**config.mk**
```make
export PLATFORM = sky130hd
export DESIGN_NAME = led_ring_spi_frame_encoder
export DESIGN_NICKNAME = d
export VERILOG_FILES = /design/src/hw/rtl/lrsfe_pkg.sv /design/src/hw/rtl/led_ring_spi_frame_encoder.sv
export VERILOG_INCLUDE_DIRS = /design/src /design/src/hw/rtl
export SDC_FILE = /design/constraint.sdc
export NUM_CORES = 1
export LEC_CHECK = 0
export BUFFER_PORTS_ARGS = -buffer_cell sky130_fd_sc_hd__buf_2
export CAP_MARGIN = 5
export CORE_ASPECT_RATIO = 0.8
export CORE_MARGIN = 1.5
export CORE_UTILIZATION = 40
export DETAILED_ROUTE_END_ITERATION = 6
export HOLD_SLACK_MARGIN = 0.08
export PLACE_DENSITY = 0.64
export RECOVER_POWER = 50
export REMOVE_ABC_BUFFERS = 1
export SLEW_MARGIN = 20
export SYNTH_ARGS = -nofsm -noshare
export SYNTH_HDL_FRONTEND = slang
export SYNTH_SLANG_ARGS = --single-unit
export TNS_END_PERCENT = 30
```
**constraint.sdc**
```tcl
create_clock -name clock -period 11 [get_ports clock]
set_input_delay 2.75 -clock clock [delete_from_list [all_inputs] [get_ports clock]]
set_output_delay 2.75 -clock clock [all_outputs]
set_load 0.01 [all_outputs]
```
**src/hw/rtl/led_ring_spi_frame_encoder_macros.svh**
```systemverilog
// assertion macros for the led ring frame encoder
// no dependencies; included by the top level only
`ifndef LED_RING_SPI_FRAME_ENCODER_MACROS_SVH
`define LED_RING_SPI_FRAME_ENCODER_MACROS_SVH

// check on every rising edge outside reset
`define LRSFE_ASSERT(label, prop, msg) \
   label: assert property (@(posedge clock) disable iff (reset) prop) else $error(msg);

// check on every rising edge, reset included
`define LRSFE_ASSERT_ALWAYS(label, prop, msg) \
   label: assert property (@(posedge clock) prop) else $error(msg);

`endif

```
**src/hw/rtl/lrsfe_pkg.sv**
```systemverilog
// constants, register codes and bit coding for the led ring frame encoder
// no dependencies; used by led_ring_spi_frame_encoder
package lrsfe_pkg;

   // frame layout
   localparam int unsigned PIXEL_COUNT     = 48;
   localparam int unsigned LATCH_BYTES     = 25;
   localparam int unsigned BYTES_PER_PIXEL = 15;
   localparam int unsigned FRAME_BYTES     = 1 + PIXEL_COUNT * BYTES_PER_PIXEL + LATCH_BYTES;

   // field widths
   localparam int unsigned POS_W    = 10;
   localparam int unsigned PIX_W    = 6;
   localparam int unsigned BYTE_W   = 4;
   localparam int unsigned COLOR_W  = 8;
   localparam int unsigned RING_W   = 6;
   localparam int unsigned ANGLE_W  = 9;
   localparam int unsigned PROD_W   = 15;
   localparam int unsigned CSR_ADDR_W = 5;
   localparam int unsigned CSR_DATA_W = 32;

   // angle handling
   localparam int unsigned ANGLE_MAX   = 359;
   localparam int unsigned FULL_CIRCLE = 360;
   localparam int unsigned RING_RESET  = 48;

   // register codes, word index within the csr window
   typedef enum logic [2:0] {
      REG_FILL_GREEN = 3'd0,
      REG_FILL_RED   = 3'd1,
      REG_FILL_BLUE  = 3'd2,
      REG_MARK_GREEN = 3'd3,
      REG_MARK_RED   = 3'd4,
      REG_MARK_BLUE  = 3'd5,
      REG_RING_SIZE  = 3'd6,
      REG_ANGLE      = 3'd7
   } csr_reg_type;

   typedef struct packed {
      logic [COLOR_W-1:0] green;
      logic [COLOR_W-1:0] red;
      logic [COLOR_W-1:0] blue;
   } color_type;

   // byte idx of the 120-bit code stream: each color bit becomes 1 c c 0 0
   function automatic logic [7:0] encode_byte(input color_type color,
                                              input logic [BYTE_W-1:0] idx);
      logic [23:0]  bits;
      logic [119:0] stream;
      logic [119:0] shifted;
      bits = color;
      for (int k = 0; k < 24; k++) begin
         stream[119 - 5*k -: 5] = {1'b1, bits[23-k], bits[23-k], 2'b00};
      end
      shifted = stream << {idx, 3'b000};
      return shifted[119:112];
   endfunction

endpackage

```
**src/hw/rtl/led_ring_spi_frame_encoder.sv**
```systemverilog
// top level of the led ring frame encoder: csr block, frame counters, output register
// depends on lrsfe_pkg and led_ring_spi_frame_encoder_macros.svh

// Each transfer on the req channel yields exactly one frame byte on the rsp channel, via
// the output register, and a new request is taken in every cycle in which the register is
// empty or being emptied, so the block streams one byte per clock. A frame is 746 bytes: a
// zero byte, 48 pixels of 15 coded bytes (green, red, blue, msb first, each bit sent as
// 10000 or 11100) and 25 zero latch bytes; rsp_last_byte flags the final latch byte, after
// which the next request starts a new frame. req_restart forces byte zero at any point. The
// highlight pixel is floor(angle * ring_size / 360), angle clamped to 359; indices of 48 or
// more highlight nothing. Registers sit at byte addresses 4*i and take effect on the next
// request; change them only while no byte is in flight.
module led_ring_spi_frame_encoder (
   input  logic                              clock,
   input  logic                              reset,
   // request channel
   input  logic                              req_valid,
   output logic                              req_ready,
   input  logic                              req_restart,
   // result channel
   output logic                              rsp_valid,
   input  logic                              rsp_ready,
   output logic [7:0]                        rsp_data_byte,
   output logic                              rsp_last_byte,
   // register port
   input  logic                              csr_psel,
   input  logic                              csr_penable,
   input  logic                              csr_pwrite,
   input  logic [lrsfe_pkg::CSR_ADDR_W-1:0]  csr_paddr,
   input  logic [lrsfe_pkg::CSR_DATA_W-1:0]  csr_pwdata,
   output logic [lrsfe_pkg::CSR_DATA_W-1:0]  csr_prdata,
   output logic                              csr_pready
);
   import lrsfe_pkg::*;

   // configuration registers
   color_type            fill_ff;
   color_type            mark_ff;
   logic [RING_W-1:0]    ring_size_ff;
   logic [ANGLE_W-1:0]   angle_ff;

   // frame counters
   logic [POS_W-1:0]     frame_position_ff, frame_position_in;
   logic [PIX_W-1:0]     pixel_counter_ff, pixel_counter_in;
   logic [BYTE_W-1:0]    byte_within_pixel_ff, byte_within_pixel_in;

   // output register
   logic                 rsp_valid_ff;
   logic [7:0]           rsp_data_ff, rsp_data_in;
   logic                 rsp_last_ff, rsp_last_in;

   logic                 req_xfer;
   logic                 csr_write;
   csr_reg_type          csr_index;
   logic [POS_W-1:0]     pos_c;
   logic [PIX_W-1:0]     pix_c;
   logic [BYTE_W-1:0]    byte_c;
   logic                 in_pixel_c;
   logic                 last_c;
   logic [ANGLE_W-1:0]   angle_clamped;
   logic [PROD_W-1:0]    mark_prod;
   logic [PROD_W-1:0]    pix_low;
   logic [PROD_W-1:0]    pix_high;
   logic                 is_mark;
   color_type            color_c;

   // handshakes
   assign req_ready  = !rsp_valid_ff || rsp_ready;
   assign req_xfer   = req_valid && req_ready;
   assign csr_pready = 1'b1;
   assign csr_write  = csr_psel && csr_penable && csr_pwrite;
   assign csr_index  = csr_reg_type'(csr_paddr[CSR_ADDR_W-1:2]);

   // register writes
   always_ff @(posedge clock) begin
      if (reset) begin
         fill_ff      <= '0;
         mark_ff      <= '0;
         ring_size_ff <= RING_W'(RING_RESET);
         angle_ff     <= '0;
      end else if (csr_write) begin
         unique case (csr_index)
            REG_FILL_GREEN: fill_ff.green <= csr_pwdata[COLOR_W-1:0];
            REG_FILL_RED:   fill_ff.red   <= csr_pwdata[COLOR_W-1:0];
            REG_FILL_BLUE:  fill_ff.blue  <= csr_pwdata[COLOR_W-1:0];
            REG_MARK_GREEN: mark_ff.green <= csr_pwdata[COLOR_W-1:0];
            REG_MARK_RED:   mark_ff.red   <= csr_pwdata[COLOR_W-1:0];
            REG_MARK_BLUE:  mark_ff.blue  <= csr_pwdata[COLOR_W-1:0];
            REG_RING_SIZE:  ring_size_ff  <= csr_pwdata[RING_W-1:0];
            REG_ANGLE:      angle_ff      <= csr_pwdata[ANGLE_W-1:0];
         endcase
      end
   end

   // register reads
   always_comb begin
      unique case (csr_index)
         REG_FILL_GREEN: csr_prdata = CSR_DATA_W'(fill_ff.green);
         REG_FILL_RED:   csr_prdata = CSR_DATA_W'(fill_ff.red);
         REG_FILL_BLUE:  csr_prdata = CSR_DATA_W'(fill_ff.blue);
         REG_MARK_GREEN: csr_prdata = CSR_DATA_W'(mark_ff.green);
         REG_MARK_RED:   csr_prdata = CSR_DATA_W'(mark_ff.red);
         REG_MARK_BLUE:  csr_prdata = CSR_DATA_W'(mark_ff.blue);
         REG_RING_SIZE:  csr_prdata = CSR_DATA_W'(ring_size_ff);
         REG_ANGLE:      csr_prdata = CSR_DATA_W'(angle_ff);
      endcase
   end

   // restart takes effect before the byte is produced
   assign pos_c  = req_restart ? '0 : frame_position_ff;
   assign pix_c  = req_restart ? '0 : pixel_counter_ff;
   assign byte_c = req_restart ? '0 : byte_within_pixel_ff;

   assign in_pixel_c = (pos_c != '0) && (pix_c < PIX_W'(PIXEL_COUNT));
   assign last_c     = pos_c >= POS_W'(FRAME_BYTES - 1);

   // highlight test: pix*360 <= angle*ring < (pix+1)*360
   assign angle_clamped = (angle_ff > ANGLE_W'(ANGLE_MAX)) ? ANGLE_W'(ANGLE_MAX) : angle_ff;
   assign mark_prod     = PROD_W'(angle_clamped) * PROD_W'(ring_size_ff);
   assign pix_low       = PROD_W'(pix_c) * PROD_W'(FULL_CIRCLE);
   assign pix_high      = pix_low + PROD_W'(FULL_CIRCLE);
   assign is_mark       = (mark_prod >= pix_low) && (mark_prod < pix_high);
   assign color_c       = is_mark ? mark_ff : fill_ff;

   // result byte
   assign rsp_data_in = in_pixel_c ? encode_byte(color_c, byte_c) : 8'h00;
   assign rsp_last_in = last_c;

   // counter advance
   always_comb begin
      frame_position_in    = pos_c;
      pixel_counter_in     = pix_c;
      byte_within_pixel_in = byte_c;
      if (last_c) begin
         frame_position_in    = '0;
         pixel_counter_in     = '0;
         byte_within_pixel_in = '0;
      end else begin
         if (in_pixel_c) begin
            if (byte_c == BYTE_W'(BYTES_PER_PIXEL - 1)) begin
               byte_within_pixel_in = '0;
               pixel_counter_in     = pix_c + PIX_W'(1);
            end else begin
               byte_within_pixel_in = byte_c + BYTE_W'(1);
            end
         end
         frame_position_in = pos_c + POS_W'(1);
      end
   end

   always_ff @(posedge clock) begin
      if (reset) begin
         frame_position_ff    <= '0;
         pixel_counter_ff     <= '0;
         byte_within_pixel_ff <= '0;
      end else if (req_xfer) begin
         frame_position_ff    <= frame_position_in;
         pixel_counter_ff     <= pixel_counter_in;
         byte_within_pixel_ff <= byte_within_pixel_in;
      end
   end

   // output register
   always_ff @(posedge clock) begin
      if (reset) begin
         rsp_valid_ff <= 1'b0;
      end else if (req_xfer) begin
         rsp_valid_ff <= 1'b1;
      end else if (rsp_ready) begin
         rsp_valid_ff <= 1'b0;
      end
   end

   always_ff @(posedge clock) begin
      if (req_xfer) begin
         rsp_data_ff <= rsp_data_in;
         rsp_last_ff <= rsp_last_in;
      end
   end

   assign rsp_valid     = rsp_valid_ff;
   assign rsp_data_byte = rsp_data_ff;
   assign rsp_last_byte = rsp_last_ff;

   // checks
`include "led_ring_spi_frame_encoder_macros.svh"

   `LRSFE_ASSERT(a_pos_range, frame_position_ff <= POS_W'(FRAME_BYTES - 1), "frame position past end")
   `LRSFE_ASSERT(a_byte_range, byte_within_pixel_ff < BYTE_W'(BYTES_PER_PIXEL), "pixel byte index out of range")
   `LRSFE_ASSERT(a_last_wraps, req_xfer && last_c |=> frame_position_ff == '0, "frame did not wrap after last byte")
   `LRSFE_ASSERT_ALWAYS(a_latch_zero, rsp_valid_ff && rsp_last_ff |-> rsp_data_ff == 8'h00, "last latch byte not zero")

endmodule
```
==> results of run 1 <==
[layout make-up]
cell class / count / area share, %
inverters: 87 / 3.64
well taps: 269 / 3.75
multi-input cells: 765 / 65.4
repair buffers: 42 / 2.24
flip-flops and latches: 93 / 21.7
clock inverters: 7 / 0.724
clock buffers: 9 / 2.51
[report_power, final]
group | internal, W | switching [W] | leakage (nW)
Combinational | 0.0000248 | 0.0000536 | 3.15
Clock | 0.000159 | 0.000148 | 0.145
Sequential | 0.000346 | 0.00000376 | 0.769
Total | 0.000529 | 0.000205 | 4.07
[cells in the mapped netlist (all sizes together) (10+ instances only)]
cell	instances	area (um^2)
nor2	117	442
inv	86	323
dfxtp	84	1680
ha	74	926
mux2i	72	721
a21oi	59	299
nand2	55	206
buf	39	269
clkbuf	38	143
fa	35	701
and2	30	193
o21ai	29	145
and3	28	175
xnor2	23	201
nor2b	17	106
nand2b	16	100
nand3	16	80.1
nor3	15	75.1
a21boi	13	101
a211oi	10	85.1
[worst paths after layout]
kind,start,endpoint,slack [ps],cells past startpoint
max,req_restart,rsp_data_byte[0],1580,26
min,frame_position_ff[1],frame_position_ff[1],470,2
max reg2reg,angle_ff[3],rsp_data_byte[0],2920,29
min reg2reg,frame_position_ff[1],frame_position_ff[1],470,2
[per-stage QoR]
stage                     power [W]  instance area [um^2]  setup slack (ps)
final                      0.000735                  8980              1580
after global routing       0.000761                  8980              1140
after CTS                  0.000739                  9000              1710
after detailed placement   0.000436                  8710              1360
after global placement     0.000435                  8700              1390
after floorplan            0.000401                  8150              2370
[kinds of logic (layout without fill, tap and decap cells)]
| logic type | after synthesis | count (layout) |
|---|---|---|
| buffers and inverters | 164 | 145 |
| other | 2 | 24 |
| XOR/XNOR | 28 | 28 |
| flip-flops | 93 | 93 |
| AO/OA/AOI/OAI | 191 | 191 |
| adder cells (fa/ha/maj) | 109 | 109 |
| AND/OR/NAND/NOR | 327 | 327 |
| multiplexers | 86 | 86 |
[cell usage in the layout, fill, tap and decap left out, drive strengths merged, types with 6 or more instances in the layout]
| master | Yosys | layout |
|---|---|---|
| o31ai | 6 | 6 |
| a211oi | 10 | 10 |
| o21bai | 7 | 7 |
| xnor2 | 23 | 23 |
| nand3b | 6 | 6 |
| a21boi | 13 | 13 |
| nor2b | 17 | 17 |
| fa | 35 | 35 |
| dfxtp | 84 | 84 |
| a221oi | 6 | 6 |
| o21ai | 29 | 29 |
| buf | 39 | 31 |
| a21o | 8 | 8 |
| nand3 | 16 | 16 |
| nor3 | 15 | 15 |
| a21oi | 59 | 59 |
| mux2 | 7 | 7 |
| and3 | 28 | 28 |
| mux2i | 72 | 72 |
| nor2 | 117 | 117 |
| nand2b | 16 | 16 |
| clkbuf | 38 | 20 |
| o221ai | 6 | 6 |
| a22oi | 6 | 6 |
| mux4 | 7 | 7 |
| nand2 | 55 | 55 |
| conb | 2 | 24 |
| and2 | 30 | 30 |
| edfxtp | 9 | 9 |
| ha | 74 | 74 |
| inv | 86 | 90 |
[flip-flops by register name, indices dropped and copies added, names as in the netlist, 4 cells and up]
register              flops
fill_ff                  24
rsp_data_byte             8
mark_ff                  24
frame_position_ff        10
angle_ff                  9
ring_size_ff              6
pixel_counter_ff          6
byte_within_pixel_ff      4
[routing by layer]
layer  track usage [%]  vias up  wire (um)  part of all wire [%]
met2              26.3      197       8420                    40
met1              29.7     3360      11000                    52
met3              4.04        8       1450                   6.9
met5                 0        -          0                     0
li1                  -     3425          -                     -
met4              2.25        0         70                  0.34
[critical path: cells and delay by family]
| family | cells | cell delay, ps |
|---|---|---|
| buf+inv | 5 | 740 |
| simple gates | 5 | 1540 |
| compound gates | 7 | 1510 |
| mux | 1 | 540 |
| fa+ha+maj | 6 | 2000 |
| xor+xnor | 2 | 390 |
==> flow_summary.json, run 1 <==
{
  "outcome": "finished with violations",
  "violations": "capacitance limit, slew limit",
  "setup_violations": 0,
  "drtIter0Drc": 506,
  "rsz0062_at_grt": "false",
  "final-seq-area_um2": 1950,
  "finClkSkew_ps": 13.2,
  "critPathMostFrequentCell": "ha_1",
  "cts_hold_buf": 0,
  "leakagePower_nw": 4.07,
  "synthSimpleGateAreaFrac_pct": 19.4,
  "crit_path_top_delay_cell": "mux2i_1",
  "synth_edf_count": 9,
  "synthFlopType": "dfxtp_1",
  "clk_latency_ps": 350,
  "synth_xor_area_share_pct": 2.89,
  "syn_area_per_cell_um2": 8.48,
  "grt_max_degree": 85,
  "cts_max_path_buffers": 2,
  "cp.required_ps": 11080,
  "fin_crit_sh_pct": 85.6,
  "firstDrtPassIters": 5,
  "ant_nets": 0,
  "synthArstFlopShare_pct": 0,
  "gp_congestion": 0.920,
  "fin_util_pct": 43.3,
  "ys_seq_area_share_pct": 23.0,
  "dpl.hpwl_um": 15700,
  "post_synth_inst_count": 1000,
  "min_path_type": "reg -> reg",
  "fmax_mhz": 106,
  "row_count": 47,
  "max-cap-violations": 1,
  "h-tree-depth": 3,
  "die_h_um": 133,
  "multiInputGateArea_um2": 5870,
  "yosysWarnings": 0,
  "post_drt_wl_per_cell_um": 16.4,
  "drt-total-wl_um": 20900,
  "synth_seq_cells": 93,
  "grt_util_all_layers_pct": 18.8,
  "cts.sinks": 93,
  "endpoint_kind": "flop",
  "vdd_drop_max_v": 0.0000764,
  "drive_gt1_share_pct": 7.68,
  "syn_area_um2": 8480,
  "grt_overflow_total": 0,
  "critPathKind": "in -> reg",
  "drc": 0,
  "grt_pass1_wl_um": 34000,
  "diodes": 0,
  "nets": 1152,
  "ios": 89,
  "holdWs_ps": 475,
  "slew_violations": 85,
  "slew_headroom_pct": -157,
  "synthAdderAreaFrac_pct": 19.2,
  "final.setup.tns_ps": 0,
  "synth_top_family_by_area": "simple AND/OR/NAND/NOR gates",
  "cts_resized": 0,
  "p_per_area_nw_per_um2": 81.8,
  "dieArea_um2": 22100,
  "grt_pass1_vias": 6367,
  "chipWidth_um": 166,
  "coreArea_um2": 20800,
  "clockRootBuffer": "clkbuf_16",
  "synth_cell_types": 83,
  "cp_slowest_stage_delay_ps": 540,
  "numCtsBuffers": 9,
  "cts_tree": "yes",
  "clk_pin_slew_ps": 70,
  "finalHoldViolCount": 0,
  "antenna_found_initial": 0,
  "viasPerCell": 5.50,
  "area_growth_pct": 5.95,
  "arrival_ps": 9500,
  "synthMuxAreaShare_pct": 11.3,
  "place_inst": 1256,
  "synth_compound_area_share_pct": 15.4,
  "period_minus_slack_ps": 9420,
  "cp-start-kind": "primary input",
  "fin_cells": 1272,
  "cp_max_fo": 26,
  "worst_pin_slew_ps": 3850,
  "initial_core_util_pct": 40.8,
  "fillers": 2120,
  "portBuffers": 39,
  "vias": 6990,
  "post-cts-setup-buffers": 0
}
Power figures use the tool's default switching activity.
==> run 2: changes to the inputs <==
--- a/config.mk
+++ b/config.mk
@@ -6,14 +6,16 @@
 export SDC_FILE = /design/constraint.sdc
 export NUM_CORES = 1
 export LEC_CHECK = 0
+export ABC_AREA = 1
 export BUFFER_PORTS_ARGS = -buffer_cell sky130_fd_sc_hd__buf_2
 export CAP_MARGIN = 5
 export CORE_ASPECT_RATIO = 0.8
 export CORE_MARGIN = 1.5
-export CORE_UTILIZATION = 40
+export CORE_UTILIZATION = 54
+export CTS_CLUSTER_DIAMETER = 30
 export DETAILED_ROUTE_END_ITERATION = 6
 export HOLD_SLACK_MARGIN = 0.08
-export PLACE_DENSITY = 0.64
+export PLACE_DENSITY = 0.8
 export RECOVER_POWER = 50
 export REMOVE_ABC_BUFFERS = 1
 export SLEW_MARGIN = 20
==> run 2 against run 1 <==
The run now ends clean. Die area fell by 28%. Hold slack got worse by 9.7 ps. Synthesized cell count rose by 19%. Power rose by 4.8%. Synthesized area fell by 3.0%. Clock power rose by 4%. Fmax rose by 9.9%. Highest routed layer unchanged. Utilization rose by 14 points.
==> flow_summary.json, run 2 <==
{
  "outcome": "complete, no violations",
  "final_cell_mix": "223 x inv_1, 207 x nand2_1, 127 x a21oi_1",
  "row_count": 40,
  "firstDrtPassIters": 6,
  "yosys-top-cells-area": "dfxtp_1 20%, ha_1 11%, inv_1 10%, nand2_1 9.4%, fa_1 8.5%",
  "crit_buf_inv": 3,
  "gp_congestion": 0.939,
  "yosys.cell_count.top_type": "inv_1",
  "clockRootBuffer": "clkbuf_16",
  "grt_pass1_wl_um": 33000,
  "ys_seq_area_share_pct": 23.7,
  "diodes": 0,
  "p_per_area_nw_per_um2": 89.1,
  "post-cts-setup-buffers": 0,
  "cts.sinks": 93,
  "finalHoldViolCount": 0,
  "cp.required_ps": 11180,
  "drt-total-wl_um": 20100,
  "synth_seq_cells": 93,
  "grt_overflow_total": 0,
  "die_h_um": 113,
  "nets": 1351,
  "initial_core_util_pct": 55.0,
  "post_synth_inst_count": 1185,
  "design_area_um2": 8640,
  "crit_path_top_delay_cell": "o21ai_0",
  "slew_headroom_pct": 12.0,
  "final-seq-area_um2": 1950,
  "final.setup.tns_ps": 0,
  "syn_area_um2": 8230,
  "synth_cell_types": 43,
  "clk_pin_slew_ps": 70,
  "rsz0062_at_grt": "false",
  "setup_violations": 0,
  "clk_latency_ps": 360,
  "cp_slowest_stage_delay_ps": 580,
  "fin_crit_sh_pct": 77.9,
  "drtIter0Drc": 815,
  "detailed_place.area_um2": 8360,
  "dpl.hpwl_um": 15600,
  "period_minus_slack_ps": 8570,
  "fmax_mhz": 117,
  "portBuffers": 39,
  "grt_max_degree": 43,
  "multiInputGateArea_um2": 5110,
  "area_growth_pct": 5.02,
  "coreArea_um2": 15000,
  "drive_gt1_share_pct": 5.74,
  "antenna_found_initial": 0,
  "synth_edf_count": 9,
  "vias": 7557,
  "syn_area_per_cell_um2": 6.94,
  "max-cap-violations": 0,
  "slew_violations": 0,
  "vdd_drop_max_v": 0.0000822,
  "endpoint_kind": "flop",
  "min_path_type": "reg -> reg",
  "layout_commonest_cell": "inv_1",
  "grt_pass1_vias": 6796,
  "worst_pin_slew_ps": 1320,
  "cp_top_family": "adder cells",
  "finClkSkew_ps": 12.7,
  "ant_nets": 0,
  "yosysTopAreaCellShare_pct": 20.4,
  "yosysWarnings": 0,
  "viasPerCell": 5.43,
  "numCtsBuffers": 9,
  "fillers": 1400,
  "drc": 0,
  "synthFlopType": "dfxtp_1",
  "cts_hold_buf": 0,
  "reg_top3": "fill_ff x24, mark_ff x24, frame_position_ff x10",
  "ios": 89,
  "critPathKind": "in -> reg",
  "dieArea_um2": 16000,
  "cts_resized": 0,
  "cp_max_fo": 42,
  "cts_max_path_buffers": 2,
  "chipWidth_um": 141,
  "arrival_ps": 8750,
  "cp-start-kind": "primary input",
  "h-tree-depth": 3,
  "synthArstFlopShare_pct": 0,
  "fin_util_pct": 57.7,
  "synth_area_leader_cell": "dfxtp_1",
  "cts_tree": "yes",
  "post_drt_wl_per_cell_um": 14.5,
  "leakagePower_nw": 4.25,
  "grt_util_all_layers_pct": 25.6,
  "ys_top_cells_by_count": "223 x inv_1, 207 x nand2_1, 127 x a21oi_1"
}
[run 2: power by group]
part	total, W	switching, W	internal (W)
logic	0.000101	0.0000752	0.0000255
clock network	0.000318	0.000151	0.000167
registers	0.000351	0.00000395	0.000348
total	0.000770	0.000230	0.000540
[run 2: cells by family after synthesis]
family,after synthesis,share of synthesized area (%)
compound gates,265,17.5
xor+xnor,32,3.41
fa+ha+maj,109,19.8
buf+inv,288,15.1
flops,93,23.7
other cells,2,0.0913
simple gates,396,20.3
[run 2: path summary, 6_finish.rpt]
check / from / end / slack (ps) / cells past startpoint
setup / recovery: req_restart / rsp_data_byte[5] / 2430 / 29
setup reg to reg: angle_ff[8] / rsp_data_byte[5] / 3750 / 38
hold reg to reg: frame_position_ff[9] / frame_position_ff[9] / 470 / 2
hold / removal: frame_position_ff[9] / frame_position_ff[9] / 470 / 2
[run 2: tightest hold or removal path, delay by kind of cell (launching register included)]
| kind | cells | cell delay, ps |
|---|---|---|
| compound gates | 1 | 50 |
| flops | 1 | 310 |
| simple gates | 1 | 60 |
[run 2: layer usage]
layer / global-route usage (%) / wire length, um / part of all wire (%) / vias to the layer above
met5: 0 / 0 / 0 / -
met2: 38.3 / 8500 / 42 / 336
li1: - / - / - / 3770
met1: 37.7 / 9250 / 46 / 3424
met4: 6.18 / 278 / 1.4 / 0
met3: 5.25 / 2110 / 10 / 27
[run 2: layout make-up]
class	count	area share [%]
clock buffer	10	2.77
tap	189	2.74
sequential	93	22.6
clock inverter	6	0.768
inverter	227	9.89
multi-input combinational	826	59.1
timing repair buffer	40	2.11
[run 2: per-stage QoR]
step,worst slack (ps),hold WS (ps),instances,total power [W]
4_1_cts,2530,468,1391,0.000769
5_1_grt,1980,486,1391,0.000796
3_3_place_gp,2250,452,1375,0.000456
6_report,2430,465,1391,0.000770
2_1_floorplan,3470,439,1146,0.000424
3_5_place_dp,2180,458,1375,0.000458
